<file path="src/design/sensor_command_line_parser_unit_macros.svh">
// ----------------------------------------------------------------------------
// Sensor command line parser assertion macros
// Shared concurrent assertion forms, clocked on clk_i and held off in reset.
// ----------------------------------------------------------------------------
`ifndef SENSOR_COMMAND_LINE_PARSER_UNIT_MACROS_SVH
`define SENSOR_COMMAND_LINE_PARSER_UNIT_MACROS_SVH

// Consequent must hold in the same cycle as the antecedent.
`define SCMD_ASSERT_NOW(lbl, ante, cons, msg) \
  lbl: assert property (@(posedge clk_i) disable iff (!rst_ni) (ante) |-> (cons)) \
    else $error(msg);

// Consequent must hold in the cycle after the antecedent.
`define SCMD_ASSERT_NEXT(lbl, ante, cons, msg) \
  lbl: assert property (@(posedge clk_i) disable iff (!rst_ni) (ante) |=> (cons)) \
    else $error(msg);

`endif

</file>
<file path="src/design/scmd_pkg.sv">
// ----------------------------------------------------------------------------
// Sensor command line parser package
// Command codes, keyword tables, character constants and parse phases.
// ----------------------------------------------------------------------------
`default_nettype none

package scmd_pkg;

  localparam int unsigned PeriodBitsDef = 16;
  localparam int unsigned NumKeys       = 6;

  typedef enum logic [2:0] {
    KIND_SCALE   = 3'd0,
    KIND_PERIOD  = 3'd1,
    KIND_OFF     = 3'd2,
    KIND_STOP    = 3'd3,
    KIND_START   = 3'd4,
    KIND_LOG     = 3'd5,
    KIND_UNKNOWN = 3'd6
  } cmd_kind_e;

  typedef enum logic [1:0] {
    PH_LEAD   = 2'd0,
    PH_DIGITS = 2'd1,
    PH_DONE   = 2'd2
  } num_phase_e;

  localparam logic [7:0] ChNul     = 8'h00;
  localparam logic [7:0] ChTab     = 8'h09;
  localparam logic [7:0] ChCr      = 8'h0D;
  localparam logic [7:0] ChNewline = 8'h0A;
  localparam logic [7:0] ChSpace   = 8'h20;
  localparam logic [7:0] ChPlus    = 8'h2B;
  localparam logic [7:0] ChMinus   = 8'h2D;
  localparam logic [7:0] ChZero    = 8'h30;
  localparam logic [7:0] ChNine    = 8'h39;
  localparam logic [7:0] ChUpperC  = 8'h43;
  localparam logic [7:0] ChUpperF  = 8'h46;

  // Keyword text, left aligned in 64 bits, first character in the top byte.
  function automatic logic [63:0] key_text(input logic [2:0] k);
    logic [63:0] s;
    case (k)
      3'd0:    s = {"SCALE=", 16'h0000};
      3'd1:    s = {"PERIOD=", 8'h00};
      3'd2:    s = {"OFF", 40'h0};
      3'd3:    s = {"STOP", 32'h0};
      3'd4:    s = {"START", 24'h0};
      3'd5:    s = {"LOG ", 32'h0};
      default: s = 64'h0;
    endcase
    return s;
  endfunction

  function automatic logic [7:0] key_char(input logic [2:0] k, input logic [2:0] p);
    logic [63:0] sh;
    sh = key_text(k) << {p, 3'b000};
    return sh[63:56];
  endfunction

  function automatic logic [3:0] key_len(input logic [2:0] k);
    logic [3:0] n;
    case (k)
      3'd0:    n = 4'd6;
      3'd1:    n = 4'd7;
      3'd2:    n = 4'd3;
      3'd3:    n = 4'd4;
      3'd4:    n = 4'd5;
      3'd5:    n = 4'd4;
      default: n = 4'd0;
    endcase
    return n;
  endfunction

  // OFF, STOP and START must cover the whole line.
  function automatic logic key_exact(input logic [2:0] k);
    return (k == 3'd2) || (k == 3'd3) || (k == 3'd4);
  endfunction

endpackage

`default_nettype wire

</file>
<file path="src/design/sensor_command_line_parser_unit.sv">
// A newline beat moves from the input register into the result register when it has room.
// Throughput: one byte beat per cycle; the input register drains into the
// parse state every cycle unless a newline must wait for a full result register.
// Reset (rst_ni low, asynchronous): Fahrenheit, period 1, reporting running,
// not halted, line state cleared, both pipeline registers empty.
// ----------------------------------------------------------------------------
// Sensor command line parser unit
// Streams command bytes, recognizes newline-ended command lines on the fly
// and keeps the unit, period, stop and halted flags.
// ----------------------------------------------------------------------------
`default_nettype none

`include "sensor_command_line_parser_unit_macros.svh"

module sensor_command_line_parser_unit #(
  parameter int unsigned PERIOD_BITS = scmd_pkg::PeriodBitsDef
) (
  input  wire logic        clk_i,
  input  wire logic        rst_ni,
  input  wire logic        in_valid_i,
  output logic             in_ready_o,
  input  wire logic [7:0]  rx_byte_i,
  output logic             out_valid_o,
  input  wire logic        out_ready_i,
  output logic [2:0]       command_kind_o,
  output logic             argument_error_o,
  output logic             scale_is_celsius_o,
  output logic [15:0]      period_now_o,
  output logic             reports_stopped_now_o,
  output logic             shut_down_o
);
  import scmd_pkg::*;

  // Input register: holds one received byte beat.
  logic       byte_vld_q, byte_vld_d;
  logic [7:0] byte_q;

  // Persistent settings.
  logic                   unit_q, unit_d;
  logic [PERIOD_BITS-1:0] period_q, period_d;
  logic                   stopped_q, stopped_d;
  logic                   halted_q, halted_d;

  // Per-line parse state.
  logic [3:0]             pos_q, pos_d;
  logic [NumKeys-1:0]     alive_q, alive_d;
  logic                   ended_q, ended_d;
  logic [7:0]             letter_q, letter_d;
  num_phase_e             phase_q, phase_d;
  logic                   neg_q, neg_d;
  logic [PERIOD_BITS-1:0] value_q, value_d;

  // Result register.
  logic        out_valid_q, out_valid_d;
  cmd_kind_e   res_kind_q;
  logic        res_err_q;
  logic        res_unit_q;
  logic [15:0] res_period_q;
  logic        res_stopped_q;
  logic        res_off_q;

  // Handshake and datapath controls.
  logic       in_take;
  logic       out_free;
  logic       makes_result;
  logic       byte_take;
  logic       res_load;
  cmd_kind_e  kind;
  logic       err;
  logic       off;
  logic       is_digit;
  logic       is_space;
  logic [PERIOD_BITS+3:0]  mul;
  logic [PERIOD_BITS+15:0] period_ext;

  // A result slot opens when the current result is empty or is taken now.
  assign out_free     = !out_valid_q || out_ready_i;
  // Only a newline beat on a live block produces a result.
  assign makes_result = !halted_q && (byte_q == ChNewline);
  // Plain bytes always drain; a newline waits for room in the result register.
  assign byte_take    = byte_vld_q && (!makes_result || out_free);
  assign in_ready_o   = !byte_vld_q || byte_take;
  assign in_take      = in_valid_i && in_ready_o;

  always_comb begin
    if (in_take) begin
      byte_vld_d = 1'b1;
    end else if (byte_take) begin
      byte_vld_d = 1'b0;
    end else begin
      byte_vld_d = byte_vld_q;
    end
  end

  // Character classes for the atoi-style period argument.
  assign is_digit = (byte_q >= ChZero) && (byte_q <= ChNine);
  assign is_space = (byte_q == ChSpace) || ((byte_q >= ChTab) && (byte_q <= ChCr));

  // value * 10 + digit as two shifts and adds; four extra bits cover any carry.
  assign mul = ({4'b0000, value_q} << 3) + ({4'b0000, value_q} << 1)
             + {{PERIOD_BITS{1'b0}}, byte_q[3:0]};

  // First live keyword whose full text has been seen wins, lowest index first.
  always_comb begin
    kind = KIND_UNKNOWN;
    for (int k = NumKeys - 1; k >= 0; k--) begin
      if (alive_q[k] && (pos_q >= key_len(3'(k)))) begin
        kind = cmd_kind_e'(3'(k));
      end
    end
  end

  // Main parse step while not halted: one byte beat updates the line state, or a newline
  // closes the line, updates the settings and loads a result.
  always_comb begin
    unit_d    = unit_q;
    period_d  = period_q;
    stopped_d = stopped_q;
    halted_d  = halted_q;
    pos_d     = pos_q;
    alive_d   = alive_q;
    ended_d   = ended_q;
    letter_d  = letter_q;
    phase_d   = phase_q;
    neg_d     = neg_q;
    value_d   = value_q;
    err       = 1'b0;
    off       = 1'b0;
    res_load  = 1'b0;

    if (byte_take && !halted_q) begin
      if (byte_q != ChNewline) begin
        if (!ended_q) begin
          if (byte_q == ChNul) begin
            // A NUL ends the line content; the rest up to newline is dropped.
            ended_d = 1'b1;
          end else begin
            for (int k = 0; k < NumKeys; k++) begin
              if (pos_q < key_len(3'(k))) begin
                if (byte_q != key_char(3'(k), pos_q[2:0])) begin
                  alive_d[k] = 1'b0;
                end
              end else if (key_exact(3'(k))) begin
                alive_d[k] = 1'b0;
              end
            end
            // The byte right after "SCALE=" is the scale letter.
            if (pos_q == 4'd6) begin
              letter_d = byte_q;
            end
            // Everything after "PERIOD=" feeds the number parser.
            if (pos_q >= 4'd7) begin
              if ((phase_q == PH_LEAD) && is_space) begin
                phase_d = PH_LEAD;
              end else if ((phase_q == PH_LEAD) &&
                           ((byte_q == ChPlus) || (byte_q == ChMinus))) begin
                neg_d   = (byte_q == ChMinus);
                phase_d = PH_DIGITS;
              end else if ((phase_q != PH_DONE) && is_digit) begin
                if (mul[PERIOD_BITS+3:PERIOD_BITS] != 4'd0) begin
                  value_d = {PERIOD_BITS{1'b1}};
                end else begin
                  value_d = mul[PERIOD_BITS-1:0];
                end
                phase_d = PH_DIGITS;
              end else begin
                phase_d = PH_DONE;
              end
            end
            if (pos_q != 4'd15) begin
              pos_d = pos_q + 4'd1;
            end
          end
        end
      end else begin
        res_load = 1'b1;
        unique case (kind)
          KIND_SCALE: begin
            if (letter_q == ChUpperC) begin
              unit_d = 1'b1;
            end else if (letter_q == ChUpperF) begin
              unit_d = 1'b0;
            end else begin
              err = 1'b1;
            end
          end
          KIND_PERIOD: begin
            if (!neg_q && (value_q != '0)) begin
              period_d = value_q;
            end else begin
              err = 1'b1;
            end
          end
          KIND_OFF: begin
            halted_d = 1'b1;
            off      = 1'b1;
          end
          KIND_STOP: begin
            stopped_d = 1'b1;
          end
          KIND_START: begin
            stopped_d = 1'b0;
          end
          default: begin
          end
        endcase
        // Start a fresh line.
        pos_d    = 4'd0;
        alive_d  = {NumKeys{1'b1}};
        ended_d  = 1'b0;
        letter_d = ChNul;
        phase_d  = PH_LEAD;
        neg_d    = 1'b0;
        value_d  = '0;
      end
    end
  end

  always_comb begin
    if (res_load) begin
      out_valid_d = 1'b1;
    end else if (out_ready_i) begin
      out_valid_d = 1'b0;
    end else begin
      out_valid_d = out_valid_q;
    end
  end

  // The period is reported in its low 16 bits, zero extended when narrower.
  assign period_ext = {16'h0000, period_d};

  always_ff @(posedge clk_i or negedge rst_ni) begin
    if (!rst_ni) begin
      byte_vld_q  <= 1'b0;
      unit_q      <= 1'b0;
      period_q    <= PERIOD_BITS'(1);
      stopped_q   <= 1'b0;
      halted_q    <= 1'b0;
      pos_q       <= 4'd0;
      alive_q     <= {NumKeys{1'b1}};
      ended_q     <= 1'b0;
      letter_q    <= ChNul;
      phase_q     <= PH_LEAD;
      neg_q       <= 1'b0;
      value_q     <= '0;
      out_valid_q <= 1'b0;
    end else begin
      byte_vld_q  <= byte_vld_d;
      unit_q      <= unit_d;
      period_q    <= period_d;
      stopped_q   <= stopped_d;
      halted_q    <= halted_d;
      pos_q       <= pos_d;
      alive_q     <= alive_d;
      ended_q     <= ended_d;
      letter_q    <= letter_d;
      phase_q     <= phase_d;
      neg_q       <= neg_d;
      value_q     <= value_d;
      out_valid_q <= out_valid_d;
    end
  end

  // Payload registers carry no reset.
  always_ff @(posedge clk_i) begin
    if (in_take) begin
      byte_q <= rx_byte_i;
    end
    if (res_load) begin
      res_kind_q    <= kind;
      res_err_q     <= err;
      res_unit_q    <= unit_d;
      res_period_q  <= period_ext[15:0];
      res_stopped_q <= stopped_d;
      res_off_q     <= off;
    end
  end

  assign out_valid_o           = out_valid_q;
  assign command_kind_o        = res_kind_q;
  assign argument_error_o      = res_err_q;
  assign scale_is_celsius_o    = res_unit_q;
  assign period_now_o          = res_period_q;
  assign reports_stopped_now_o = res_stopped_q;
  assign shut_down_o           = res_off_q;

  // The report period is never allowed to become zero.
  `SCMD_ASSERT_NOW(a_period_nonzero, 1'b1, period_q != '0, "report period reached zero")
  // Once halted and drained, no further result beat ever appears.
  `SCMD_ASSERT_NEXT(a_halt_silent, halted_q && !out_valid_q, !out_valid_q, "result after OFF")
  // A shutdown result is always an OFF line.
  `SCMD_ASSERT_NOW(a_off_kind, out_valid_q && res_off_q, res_kind_q == KIND_OFF, "bad shutdown kind")
  // Argument errors belong only to scale and period lines.
  `SCMD_ASSERT_NOW(a_err_kind, out_valid_q && res_err_q, (res_kind_q == KIND_SCALE) || (res_kind_q == KIND_PERIOD), "error on wrong kind")

endmodule

`default_nettype wire
</file>
<file path="config.mk">
export PLATFORM = sky130hd
export DESIGN_NAME = sensor_command_line_parser_unit
export DESIGN_NICKNAME = d
export VERILOG_FILES = /design/src/design/scmd_pkg.sv /design/src/design/sensor_command_line_parser_unit.sv
export VERILOG_INCLUDE_DIRS = /design/src /design/src/design
export SDC_FILE = /design/constraint.sdc
export NUM_CORES = 1
export LEC_CHECK = 0
export ABC_AREA = 1
export ABC_CLOCK_PERIOD_IN_PS = 2840
export BUFFER_PORTS_ARGS = -buffer_cell sky130_fd_sc_hd__buf_2
export CELL_PAD_IN_SITES_DETAIL_PLACEMENT = 0
export CELL_PAD_IN_SITES_GLOBAL_PLACEMENT = 1
export CORE_MARGIN = 5
export CORE_UTILIZATION = 42
export DETAILED_ROUTE_END_ITERATION = 12
export PLACE_DENSITY_LB_ADDON = 0.15
export SLEW_MARGIN = 40
export SYNTH_ARGS = -nofsm -noshare
export SYNTH_HDL_FRONTEND = slang
export SYNTH_SLANG_ARGS = --single-unit
</file>
<file path="constraint.sdc">
create_clock -name clk_i -period 2.84 [get_ports clk_i]
set_input_delay 0.568 -clock clk_i [delete_from_list [all_inputs] [get_ports clk_i]]
set_output_delay 0.568 -clock clk_i [all_outputs]
set_load 0.02 [all_outputs]
</file>
Word level (Yosys, flattened, before mapping):

Index checks and enable logic that the tools add are counted.

* word-level logic and storage cells: 260
* register bits after elaboration: 90
* output and inout port bits: 25
* input bits: 12

* $lt $le $gt $ge: 14
* equality and inequality tests: 38
* shift operators: 6
* bitwise logic cells: 2
* reduce and logical (&&, ||, !) cells: 46
* add/subtract/negate cells: 3
* mux-type cells: 126

Operator list (number)
* 64-bit two-way mux: 30
* 64-bit by 6-bit << shifter with 64-bit output: 6
* 16-bit two-way mux: 12
* 4-bit two-way mux: 24
* 8-bit inequality test: 6
* 1-bit two-way mux: 38
* 8-bit two-way mux: 4
* 8-bit by 6-bit equality test with 1-bit output (second input constant): 3
* 4-bit AND reduction: 6
* 2-bit by 1-bit inequality test with 1-bit output (second input constant): 11
* 19-bit by 17-bit adder with 20-bit output: 1
* 20-bit by 4-bit adder with 20-bit output: 1
* 4-bit less-than comparator: 5
* 6-bit two-way mux: 3
* 8-bit by 7-bit equality test with 1-bit output (second input constant): 2
* 4-bit by 3-bit greater-or-equal comparator with 1-bit output (second input constant): 4
* 1-bit logical AND: 16
* 2-bit two-way mux: 8
* 16-bit nonzero test: 1
* 3-bit two-way mux: 5
* 5-bit AND reduction: 3
* 2-bit inequality test (second input constant): 5
* 3-bit by 2-bit inequality test with 1-bit output (second input constant): 3
* 8-bit by 4-bit equality test with 1-bit output (second input constant): 1
* 25 further kinds: 37

Logic depth before layout (Yosys ltp):

* depth after elaboration: 20
* depth in mapped cells: 18
* depth with buffers taken out: 17

Least setup slack after synthesis:

Ideal clock, no wire load.

* kind: reg-to-reg
* start: register byte_q[3]
* end: register value_q[0]
* period minus slack after synthesis: 2692 ps
* library setup time: 116 ps
* required time: 2724 ps
* data arrival time: 2576 ps
* setup slack: 148 ps
* buffers on the path: 2
* cell stages (with the launch flop): 18
* cells stage by stage: edfxtp_1 buf_6 inv_6 fa_1 fa_1 inv_1 nand3_1 nand2_1 nand2_1 nand2_1 nand2_1 nand3_1 nand2_1 nor2_2 buf_4 nand3_1 nand2_1 nand2_1

* word-level cells in the longest chain between the ends: 10
* elaborated cells on any way between the ends: 39
* classes of those cells: add/sub (1); order compare (4); eq/ne (11); mux (8); reduce/logical (15)

Ends and longest elaborated chain
* start: declaration: line sensor_command_line_parser_unit.sv:36 `logic [7:0] byte_q;`
* start signal: assignment: line sensor_command_line_parser_unit.sv:267 `byte_q <= rx_byte_i;`
* 20-bit by 4-bit adder with 20-bit output: line sensor_command_line_parser_unit.sv:101 `+ {{PERIOD_BITS{1'b0}}, byte_q[3:0]};`
* 4-bit nonzero test: line sensor_command_line_parser_unit.sv:160 `if (mul[PERIOD_BITS+3:PERIOD_BITS] != 4'd0) begin`
* 16-bit two-way mux: line sensor_command_line_parser_unit.sv:160
* 16-bit two-way mux: line sensor_command_line_parser_unit.sv:159 `end else if ((phase_q != PH_DONE) && is_digit) begin`
* 16-bit two-way mux: line sensor_command_line_parser_unit.sv:155 `end else if ((phase_q == PH_LEAD) &&`
* 16-bit two-way mux: line sensor_command_line_parser_unit.sv:153 `if ((phase_q == PH_LEAD) && is_space) begin`
* 16-bit two-way mux: line sensor_command_line_parser_unit.sv:152 `if (pos_q >= 4'd7) begin`
* 16-bit two-way mux: line sensor_command_line_parser_unit.sv:134 `if (byte_q == ChNul) begin`
* 16-bit two-way mux: line sensor_command_line_parser_unit.sv:133 `if (!ended_q) begin`
* 16-bit two-way mux: line sensor_command_line_parser_unit.sv:132 `if (byte_q != ChNewline) begin`
* end signal: assignment: line sensor_command_line_parser_unit.sv:259 `value_q <= value_d;`
* end: declaration: line sensor_command_line_parser_unit.sv:51 `logic [PERIOD_BITS-1:0] value_q, value_d;`

Several ways; a longest one is shown, not always the timed one. The select of a mux whose other input is x is not followed.
A chain may end at the register's enable or synchronous reset.

Worst setup path after layout:

* start: register value_q[2]
* end: register value_q[5]

* word-level cells in the longest chain between the ends: 11

Ends and longest elaborated chain
* 19-bit by 17-bit adder with 20-bit output *: line sensor_command_line_parser_unit.sv:100 `assign mul = ({4'b0000, value_q} << 3) + ({4'b0000, value_q} << 1)`
* 20-bit by 4-bit adder with 20-bit output *: line sensor_command_line_parser_unit.sv:101
* 4-bit nonzero test: line sensor_command_line_parser_unit.sv:160
* 16-bit two-way mux *: line sensor_command_line_parser_unit.sv:160
* 16-bit two-way mux *: line sensor_command_line_parser_unit.sv:159
* 16-bit two-way mux *: line sensor_command_line_parser_unit.sv:155
* 16-bit two-way mux *: line sensor_command_line_parser_unit.sv:153
* 16-bit two-way mux *: line sensor_command_line_parser_unit.sv:152
* 16-bit two-way mux *: line sensor_command_line_parser_unit.sv:134
* 16-bit two-way mux *: line sensor_command_line_parser_unit.sv:133
* 16-bit two-way mux *: line sensor_command_line_parser_unit.sv:132

Every way passes the cells marked *; elsewhere a longest branch is shown, timed or not. The select of a mux whose other input is x is not followed.

==> flow_metrics.env <==
export IMPL_worstSetupPathType="reg2reg"
export IMPL_crit_start="value_q[2]$_DFFE_PN0P_"
export IMPL_post_route_util_pct=47.98
export IMPL_r2r_slack_ns=0.21
export IMPL_via_per_inst=4.942
export IMPL_synth_avg_cell_area_um2=8.006
export IMPL_fin_total_pwr_uw=2723
export IMPL_die_w_um=127.7
export IMPL_reg2reg_depth=17
export IMPL_final_hold_viol_count=0
export IMPL_antenna_left=0
export IMPL_insertion_delay_ns=0.35
export IMPL_timing_rr_end="value_q[5]$_DFFE_PN0P_"
export IMPL_maxSlewViolCount=0
export IMPL_routed_wl_mm=14.27
export IMPL_post_route_period_util_pct=92.54
export IMPL_finClkSkew_ns=0.003898
export IMPL_grt_pass1_vias=4711
export IMPL_p_leak_uw=0.003303
export IMPL_numCtsBuffers=9
export IMPL_io_buffers=36
export IMPL_routed_via_count=4749
export IMPL_synth_area_leader_cell="dfrtp_1"
export IMPL_crit_path_start_kind="register"
export IMPL_synth_fp_nets=779
export IMPL_cts_htree_levels=3
export IMPL_worstHoldPathType="in2async"
export IMPL_drc=0
export IMPL_syn_inst=727
export IMPL_die_area_mm2=0.01631
export IMPL_firstDrtPassIters=5
export IMPL_grt_pass1_wl_mm=24.32
export IMPL_final_area_mm2=0.006583
export IMPL_rr_startpoint="value_q[2]$_DFFE_PN0P_"
export IMPL_drtIter0Drc=262
export IMPL_rows=43
export IMPL_overflow=0
export IMPL_yosysTopAreaCellShare_pct=22.36
export IMPL_ys_seq_area_share_pct=41.51
export IMPL_cp_end_kind="register"
export IMPL_area_growth_syn_to_layout_pct=13.09
export IMPL_initial_core_util_pct=42.43
export IMPL_yosys_top_cells_area="dfrtp_1 (22%), edfxtp_1 (16%), nand2_1 (15%)"
export IMPL_cts_sinks=90
export IMPL_yosys_warnings=0
export IMPL_slew_headroom_pct=58.92
export IMPL_cts_buffer_depth=2
export IMPL_finalNetCount=828
export IMPL_ys_ff_latch=90
export IMPL_max_clock_freq_mhz=380.5
export IMPL_tightest_slew_ns=0.6143
export IMPL_drive_gt1_share_pct=14.85
export IMPL_core_area_mm2=0.01372
export IMPL_chipHeight_um=127.7
export IMPL_io_pins=37
export IMPL_grt_total_usage_pct=18.70
export IMPL_antenna_found_initial=0
export IMPL_drv_cap=0
export IMPL_cts_tree="done"
export IMPL_ir_worst_vdd_mv=0.2789
export IMPL_routedWlPerCell_um=14.84
export IMPL_crit_arrival_ns=2.87
export IMPL_syn_area_mm2=0.005821
export IMPL_critPathMaxFanout=8
export IMPL_cp_required_ns=3.08
export IMPL_power_density_mw_per_mm2=413.7
export IMPL_clock_root_buffer="clkbuf_16"
export IMPL_clk_pin_slew_worst_paths_ns=0.07
export IMPL_grt_max_degree=33
export IMPL_diodes=0
export IMPL_place_congestion=0.8908
export IMPL_hpwl_mm=11.19
export IMPL_fin_crit_ns=2.628
export IMPL_cts_hold_buf=0
export IMPL_tns_ns=0
export IMPL_setup_violations=0
export IMPL_netlist_cell_type_count=45
export IMPL_dpl_cell_area_mm2=0.006238
export IMPL_outcome="finished clean"
[layout by cell type (no fill, tap or decap), drive strengths merged, types with 2 or more instances in the layout]
cell | Yosys | final
ha | 38 | 38
clkinv | 1 | 2
o31ai | 2 | 2
nand3 | 51 | 51
fa | 2 | 2
nand2 | 237 | 237
a21oi | 22 | 22
nor3 | 14 | 14
nor2 | 51 | 51
o21ai | 52 | 52
dfrtp | 52 | 52
xnor2 | 7 | 7
buf | 14 | 52
dfstp | 7 | 7
edfxtp | 31 | 31
inv | 99 | 102
nand4 | 13 | 13
nor4 | 3 | 3
clkbuf | 0 | 10
xor2 | 22 | 22
nand3b | 2 | 2
[cell families (layout without fill, tap and decap cells)]
family                     Yosys count  after routing  synth area share, %
xor gates and xnor gates            29             29                4.364
adders and majority gates           40             40                8.857
DFF                                 90             90                41.51
buffers and inverters              114            168                8.620
AOI/OAI and AO/OA                   81             81                7.889
and+or+nand+nor                    373            373                28.76
[worst max-delay path by stage]
stage | depth (start not counted) | slack (ns) | endpoint
after global placement | 16 | 0.19 | value_q[11]$_DFFE_PN0P_
after global routing | 17 | -0.01 | value_q[5]$_DFFE_PN0P_
after detailed placement | 16 | 0.12 | value_q[5]$_DFFE_PN0P_
final | 17 | 0.21 | value_q[5]$_DFFE_PN0P_
after CTS | 16 | 0.10 | value_q[5]$_DFFE_PN0P_
after floorplan | 17 | 0.15 | value_q[0]$_DFFE_PN0P_
[routing by layer]
metal  track usage, %  up-vias  wire length [µm]
met4            5.056        0               176
met2            25.79       76              5730
met1            29.57     2202              7775
met5                0        -                 0
met3            3.708       13               583
li1                 -     2458                 -
[layout make-up]
cell class / instances / area, µm²
Clock buffer: 10 / 229.0
Clock inverter: 6 / 72.57
Fill cell: 1393 / 7137
Inverter: 100 / 384.1
Multi-Input combinational cell: 523 / 2920
Sequential cell: 90 / 2416
Tap cell: 180 / 225.2
Timing Repair Buffer: 52 / 335.3
[synth_stat cells, drive strengths merged]
| cell | number |
|---|---|
| ha | 38 |
| o31ai | 2 |
| nand4 | 13 |
| nor2 | 51 |
| edfxtp | 31 |
| nand2 | 237 |
| o2111ai | 1 |
| a31oi | 1 |
| nor4 | 3 |
| a21oi | 22 |
| inv | 99 |
| dfrtp | 52 |
| o21bai | 1 |
| nor3 | 14 |
| o21ai | 52 |
| o22ai | 1 |
| buf | 14 |
| xnor2 | 7 |
| nand3b | 2 |
| xor2 | 22 |
| dfstp | 7 |
| or3 | 1 |
| clkinv | 1 |
| nand3 | 51 |
| o21a | 1 |
| fa | 2 |
| nor3b | 1 |
[critical path, cell delays in order (launching register included)]
cell     delay [ns]
dfrtp_1        0.40
inv_1          0.09
fa_1           0.54
inv_1          0.06
ha_1           0.30
nand3_1        0.10
nand3_2        0.10
nand2_1        0.07
nand2_1        0.09
nand2_1        0.10
nand2_1        0.05
nand2_1        0.06
nand2_1        0.05
nor2_2         0.14
buf_6          0.15
nand3_1        0.07
nand2_1        0.07
nand2_1        0.05
[state kept, by name (all words and copies together) (netlist names)]
| name | count |
|---|---|
| scale_is_celsius_o | 1 |
| byte_q | 8 |
| neg_q | 1 |
| stopped_q | 1 |
| reports_stopped_now_o | 1 |
| period_now_o | 16 |
| period_q | 16 |
| ended_q | 1 |
| shut_down_o | 1 |
| halted_q | 1 |
| unit_q | 1 |
| phase_q | 2 |
| command_kind_o | 3 |
| byte_vld_q | 1 |
| out_valid_o | 1 |
| value_q | 16 |
| argument_error_o | 1 |
| alive_q | 6 |
| letter_q | 8 |
| pos_q | 4 |
[per-stage QoR]
stage          hold slack [ns]  cells  setup slack, ns
2_1_floorplan           0.2724    727           0.1477
3_3_place_gp            0.4493    943           0.1916
3_5_place_dp            0.4520    943           0.1241
4_1_cts                 0.3028    959           0.1039
5_1_grt                 0.1908    961         -0.01298
6_report                0.1568    961           0.2118
[where the power goes]
| group | leakage, µW | switching [µW] | total [µW] | internal [µW] |
|---|---|---|---|---|
| sequential | 0.00101 | 14.3 | 1360 | 1350 |
| clock | 0.000144 | 522 | 1220 | 693 |
| combinational | 0.00215 | 97.6 | 144 | 46.5 |
| total | 0.00330 | 634 | 2720 | 2090 |
[what timing repair did]
action | CTS | global route
buffers inserted | 0 | 1
gates resized for setup | 0 | 9
endpoints found under the setup margin | 0 | 16
No activity file was read; power rests on OpenSTA's default activity.
